==> src/hw/rtl/srlp_pkg.sv <==
`default_nettype none

package srlp_pkg;

   localparam int STATE_W   = 40;
   localparam int DIFF_W    = STATE_W + 1;
   localparam int SAMPLE_W  = 16;
   localparam int COEF_W    = 16;
   localparam int COEF_FRAC = 15;
   localparam int MUL_SPLIT = 24;

   localparam int DEFAULT_SAMPLE_SHIFT  = 3;
   localparam int DEFAULT_FRACTION_BITS = 16;

endpackage

`default_nettype wire

==> src/hw/rtl/stereo_resonant_lowpass_unit.sv <==
`default_nettype none

// Resonant two-pole lowpass for interleaved stereo audio, right channel first
// in every buffer. Each request carries one sample with its own cutoff and
// resonance (unsigned Q1.15) and gives exactly one filtered sample back, in
// order. A request is captured in an input register and filtered on its way
// to the output register; the per-channel position and momentum are updated
// as the result is registered, so a request can be accepted on every clock
// while the output is not stalled. Each coefficient product is formed from
// two partial products of the 41-bit distance, and the channel state wraps
// at 40 bits as two's complement.
module stereo_resonant_lowpass_unit
   import srlp_pkg::*;
#(
   parameter int SAMPLE_SHIFT  = DEFAULT_SAMPLE_SHIFT,
   parameter int FRACTION_BITS = DEFAULT_FRACTION_BITS
) (
   input  logic                       clock,
   input  logic                       reset,

   input  logic                       req_valid,
   output logic                       req_stall,
   input  logic signed [SAMPLE_W-1:0] req_sample_in,
   input  logic        [COEF_W-1:0]   req_cutoff,
   input  logic        [COEF_W-1:0]   req_resonance,
   input  logic                       req_end_of_buffer,

   output logic                       rsp_valid,
   input  logic                       rsp_stall,
   output logic signed [SAMPLE_W-1:0] rsp_sample_out
);

   localparam int Y_W      = STATE_W - FRACTION_BITS;
   localparam int PROD_W   = DIFF_W + COEF_W + 1;
   localparam int HI_W     = DIFF_W - MUL_SPLIT;

   localparam logic signed [Y_W-1:0] SAT_HI = Y_W'((1 << (SAMPLE_W - 1 - SAMPLE_SHIFT)) - 1);
   localparam logic signed [Y_W-1:0] SAT_LO = ~SAT_HI;

   // coefficient times distance, floored by 2^15, wrapped to the state width
   function automatic logic signed [STATE_W-1:0] scale_coef(
      input logic signed [DIFF_W-1:0] diff,
      input logic        [COEF_W-1:0] coef
   );
      logic        [MUL_SPLIT+COEF_W-1:0] p_lo;
      logic signed [HI_W+COEF_W:0]        p_hi;
      logic signed [PROD_W-1:0]           prod;
      p_lo = diff[MUL_SPLIT-1:0] * coef;
      p_hi = $signed(diff[DIFF_W-1:MUL_SPLIT]) * $signed({1'b0, coef});
      prod = (PROD_W'(p_hi) <<< MUL_SPLIT) + $signed(PROD_W'(p_lo));
      return prod[COEF_FRAC+STATE_W-1:COEF_FRAC];
   endfunction

   logic                       s1_valid_ff, s1_valid_in;
   logic signed [SAMPLE_W-1:0] s1_sample_ff;
   logic        [COEF_W-1:0]   s1_cutoff_ff;
   logic        [COEF_W-1:0]   s1_resonance_ff;
   logic                       s1_eob_ff;

   logic                       rsp_valid_ff, rsp_valid_in;
   logic signed [SAMPLE_W-1:0] rsp_sample_ff, rsp_sample_in;

   logic                       chan_left_ff, chan_left_in;
   logic signed [STATE_W-1:0]  r_pos_ff, r_pos_in;
   logic signed [STATE_W-1:0]  r_mom_ff, r_mom_in;
   logic signed [STATE_W-1:0]  l_pos_ff, l_pos_in;
   logic signed [STATE_W-1:0]  l_mom_ff, l_mom_in;

   logic                       out_free;
   logic                       advance;
   logic                       take;

   logic signed [SAMPLE_W-1:0] sample_sh;
   logic signed [DIFF_W-1:0]   target;
   logic signed [DIFF_W-1:0]   delta;
   logic signed [STATE_W-1:0]  pos_cur, mom_cur;
   logic signed [STATE_W-1:0]  pos_new, mom_new;
   logic signed [Y_W-1:0]      y_floor, y_trunc, y_sat;

   assign out_free  = !rsp_valid_ff || !rsp_stall;
   assign advance   = s1_valid_ff && out_free;
   assign req_stall = s1_valid_ff && !out_free;
   assign take      = req_valid && !req_stall;

   assign rsp_valid      = rsp_valid_ff;
   assign rsp_sample_out = rsp_sample_ff;

   // filter datapath
   always_comb begin
      pos_cur   = chan_left_ff ? l_pos_ff : r_pos_ff;
      mom_cur   = chan_left_ff ? l_mom_ff : r_mom_ff;
      sample_sh = s1_sample_ff >>> SAMPLE_SHIFT;
      target    = DIFF_W'(sample_sh) <<< FRACTION_BITS;
      delta     = target - DIFF_W'(pos_cur);
      mom_new   = mom_cur + scale_coef(delta, s1_cutoff_ff);
      pos_new   = pos_cur + mom_new + scale_coef(delta, s1_resonance_ff);

      // truncate toward zero
      y_floor = pos_new[STATE_W-1:FRACTION_BITS];
      y_trunc = y_floor + $signed(Y_W'(pos_new[STATE_W-1] && (|pos_new[FRACTION_BITS-1:0])));

      if (y_trunc > SAT_HI) begin
         y_sat = SAT_HI;
      end else if (y_trunc < SAT_LO) begin
         y_sat = SAT_LO;
      end else begin
         y_sat = y_trunc;
      end
      rsp_sample_in = SAMPLE_W'(y_sat <<< SAMPLE_SHIFT);
   end

   // control and state next values
   always_comb begin
      s1_valid_in  = take ? 1'b1 : (advance ? 1'b0 : s1_valid_ff);
      rsp_valid_in = advance ? 1'b1 : (rsp_stall ? rsp_valid_ff : 1'b0);
      chan_left_in = chan_left_ff;
      r_pos_in     = r_pos_ff;
      r_mom_in     = r_mom_ff;
      l_pos_in     = l_pos_ff;
      l_mom_in     = l_mom_ff;
      if (advance) begin
         chan_left_in = s1_eob_ff ? 1'b0 : !chan_left_ff;
         if (chan_left_ff) begin
            l_pos_in = pos_new;
            l_mom_in = mom_new;
         end else begin
            r_pos_in = pos_new;
            r_mom_in = mom_new;
         end
      end
   end

   always_ff @(posedge clock) begin
      if (reset) begin
         s1_valid_ff  <= 1'b0;
         rsp_valid_ff <= 1'b0;
         chan_left_ff <= 1'b0;
         r_pos_ff     <= '0;
         r_mom_ff     <= '0;
         l_pos_ff     <= '0;
         l_mom_ff     <= '0;
      end else begin
         s1_valid_ff  <= s1_valid_in;
         rsp_valid_ff <= rsp_valid_in;
         chan_left_ff <= chan_left_in;
         r_pos_ff     <= r_pos_in;
         r_mom_ff     <= r_mom_in;
         l_pos_ff     <= l_pos_in;
         l_mom_ff     <= l_mom_in;
      end
   end

   always_ff @(posedge clock) begin
      if (take) begin
         s1_sample_ff    <= req_sample_in;
         s1_cutoff_ff    <= req_cutoff;
         s1_resonance_ff <= req_resonance;
         s1_eob_ff       <= req_end_of_buffer;
      end
      if (advance) begin
         rsp_sample_ff <= rsp_sample_in;
      end
   end

   // checks
   a_reset_empty : assert property (@(posedge clock)
      reset |=> (!s1_valid_ff && !rsp_valid_ff && !chan_left_ff))
      else $error("pipeline not empty after reset");

   a_advance_out : assert property (@(posedge clock) disable iff (reset)
      advance |=> rsp_valid_ff)
      else $error("filtered request did not reach the output register");

   a_eob_right : assert property (@(posedge clock) disable iff (reset)
      (advance && s1_eob_ff) |=> !chan_left_ff)
      else $error("channel order not restarted at end of buffer");

   a_state_hold : assert property (@(posedge clock) disable iff (reset)
      !advance |=> ($stable(r_pos_ff) && $stable(l_pos_ff) && $stable(chan_left_ff)))
      else $error("channel state changed without a request");

endmodule

`default_nettype wire
==> config.mk <==
export PLATFORM = sky130hd
export DESIGN_NAME = stereo_resonant_lowpass_unit
export DESIGN_NICKNAME = d
export VERILOG_FILES = /design/src/hw/rtl/srlp_pkg.sv /design/src/hw/rtl/stereo_resonant_lowpass_unit.sv
export SDC_FILE = /design/constraint.sdc
export NUM_CORES = 2
export LEC_CHECK = 0
export BUFFER_PORTS_ARGS = -buffer_cell sky130_fd_sc_hd__buf_2
export CORE_ASPECT_RATIO = 1.1
export CORE_UTILIZATION = 61
export CTS_CLUSTER_SIZE = 40
export DETAILED_ROUTE_END_ITERATION = 10
export PLACE_DENSITY = 0.77
export SLEW_MARGIN = 10
export SYNTH_ARGS = -nofsm -noshare
export SYNTH_HDL_FRONTEND = slang
export SYNTH_SLANG_ARGS = --single-unit
==> constraint.sdc <==
create_clock -name clock -period 40.4 [get_ports clock]
set_input_delay 4.04 -clock clock [delete_from_list [all_inputs] [get_ports clock]]
set_output_delay 4.04 -clock clock [all_outputs]
set_load 0.02 [all_outputs]
==> metrics.txt <==
P&R area growth vs syn=4.433%; status=complete, no violations; Yosys cell types=81; clock slew at reported path FFs=0.06 ns; Max Cap Viol=0; RSZ-0062 raised after global routing=false; port bufs=64; vias=45750; CTS tree=done; Final Max Tran Viols=0; Mapped Area=0.05928 sq mm; Worst-Skew Late Latency=0.65 ns; Met3 Wirelength=14340 um; initial cell density of the core=0.6172; hold buffers post-CTS=0; Hold Path Depth=2; worst reg2reg path startpoint=chan_left_ff; CP Max Fanout=46; hold path startpoint=l_mom_ff[24]; delay of the slowest critical-path stage=0.81 ns; Die X=299.2 um; DP Worst Slack=19.31 ns; layout cells sized above 1=0.05051; Post-synth EDFFs=59; prevailing post-synth register cell=dfxtp_1; GRT overflow=0; vias per cell=5.804; Min-Delay Endpoint=l_mom_ff[24]; chip height=328.9 um; Routed WL=152000 um; Max Used Layer=met4; n_diodes=0; CTS buffer count=29; Fillers=7898; cts repair resizes=0; antenna viol nets, final=0; leading cell types in the layout, fill and taps excluded=1324 x inv_1, 1171 x fa_1, 1026 x nand2_1; final hold violations=0; first-pass iteration count of the detailed router=5; CP max stage cell=xnor2_2; Met1 Routed Length=59480 um; detailed router's first-iteration violation count=2924; Final Setup Violations=0; HPWL Detailed=113500 um; setup TNS=0 ns; DIE AREA=0.09843 sq mm; commonest non-fill, non-tap cell in the layout=inv_1; first-pass GRT wire length=251600 um; vias in the first global route=48750; # rows=119; total core area=0.09604 sq mm; H-tree levels=1; share of async-settable or async-resettable flops after synthesis=0; GP Congestion=0.9471; WS Path Type=reg -> reg; Layout Skew=0.07749 ns; clock buffer depth=3; IO Pins=71; setup slack after layout=18.89 ns; clk sinks=222; drc violations=0; postcts setup bufs=0; crit start category=flop; worst slew pin tran=1.197 ns; sequential fraction of the synthesis area=0.08494; FMAX=0.04649 GHz; Critical Path AT=21.81 ns; final non-filler cell total=7883; final worst-path cycle share=0.5324; root buf cell=clkbuf_16; synthesized instance count=6729; gr usage total=0.3212; reg2reg end=rsp_sample_out[4]; nets@finish=8329; dpl cells=7830; CP Capture Type=flop; number of synthesized register bits=222; WP data required=40.70 ns; initial antenna violation count=3; pin count of the biggest net entering global routing=81; Register-to-Register Path Depth=73; Final min period=21.51 ns; mean routed wirelength per cell=19.28 um; Avg Cell Area, Syn=8.809 sq um; Slew headroom=0.2021; metal2 WL=72870 um; YS warnings=0; reg-to-reg slack, setup=18.89 ns; Hold Path Class=reg -> reg
-- worst max path at each step --
stage | from | end | slack [ns] | cells after the start
4_1_cts | chan_left_ff | rsp_sample_out[4] | 19.25 | 73
3_3_place_gp | chan_left_ff | rsp_sample_out[4] | 19.62 | 73
3_5_place_dp | chan_left_ff | rsp_sample_out[4] | 19.31 | 73
2_1_floorplan | chan_left_ff | rsp_sample_out[10] | 21.22 | 82
6_report | chan_left_ff | rsp_sample_out[4] | 18.89 | 73
5_1_grt | chan_left_ff | rsp_sample_out[4] | 17.81 | 73
-- synth_stat cells, types with 41 or more instances --
master    count  share of area
xor2_1       79          0.012
nand2_1    1026          0.065
nor3_1       61         0.0052
fa_1       1171           0.40
mux2_2       52         0.0099
dfxtp_1     163          0.055
nor2_1      184          0.012
a22o_1       63         0.0093
nand3_1      50         0.0042
inv_1      1324          0.084
a21o_1       71         0.0090
a21oi_1     227          0.019
xnor2_1     201          0.030
and2_1      543          0.057
nand2b_1     41         0.0043
ha_1        514           0.11
o21ai_0     116         0.0098
edfxtp_1     59          0.030
clkbuf_1    312          0.020
-- stage by stage --
step | cell area, sq um | util | hold slack, ns
2_1_floorplan | 59280 | - | 0.4196
3_3_place_gp | 60940 | 0.6346 | 0.4293
3_5_place_dp | 60940 | 0.6346 | 0.4363
4_1_cts | 61900 | 0.6446 | 0.4501
5_1_grt | 61900 | 0.6446 | 0.4694
6_report | 61900 | 0.6446 | 0.4494
-- worst max-delay path: cells and delay by family, from the launching register on --
kind / cells / cell delay [ns]
compound gates: 34 / 8.31
xor+xnor: 4 / 1.57
fa+ha+maj: 14 / 5.89
buf+inv: 8 / 2.38
flops: 1 / 0.61
mux: 2 / 0.63
simple gates: 11 / 1.77
-- kinds of logic (layout without fill, tap and decap cells) --
| family | count (synthesis) | after routing | synth area share |
|---|---|---|---|
| DFF | 222 | 222 | 0.08494 |
| buffers and inverters | 1649 | 1531 | 0.1048 |
| muxes | 86 | 86 | 0.01562 |
| adders and majority gates | 1685 | 1685 | 0.5040 |
| AOI/OAI and AO/OA | 739 | 739 | 0.08209 |
| and+or+nand+nor | 2063 | 2063 | 0.1658 |
| xor gates and xnor gates | 284 | 284 | 0.04272 |
| other | 1 | 3 | 0.00006326 |
-- registers in the layout, indices dropped and copies added, names as in the netlist --
register,count
chan_left_ff,1
l_mom_ff,40
l_pos_ff,40
r_mom_ff,40
r_pos_ff,40
rsp_sample_out,13
rsp_valid,1
s1_cutoff_ff,16
s1_eob_ff,1
s1_resonance_ff,16
s1_sample_ff,13
s1_valid_ff,1
-- layer usage --
layer,track usage,up-vias
met3,0.06820,387
met5,0,-
met1,0.4164,23070
met4,0.1061,0
li1,-,20410
met2,0.5375,1887
-- cell type report --
type	instances	area [sq um]	area share
sequential	222	5039	0.08139
clock buffer	34	774.5	0.01251
inverter	1324	4970	0.08028
tap	1270	1589	0.02567
clock inverter	19	187.7	0.003032
multi-input combinational	4860	48350	0.7810
timing repair buffer	154	996.0	0.01609
Power is not shown: default switching activity piles up to over one toggle a cycle in this logic, so the estimate is an artifact.
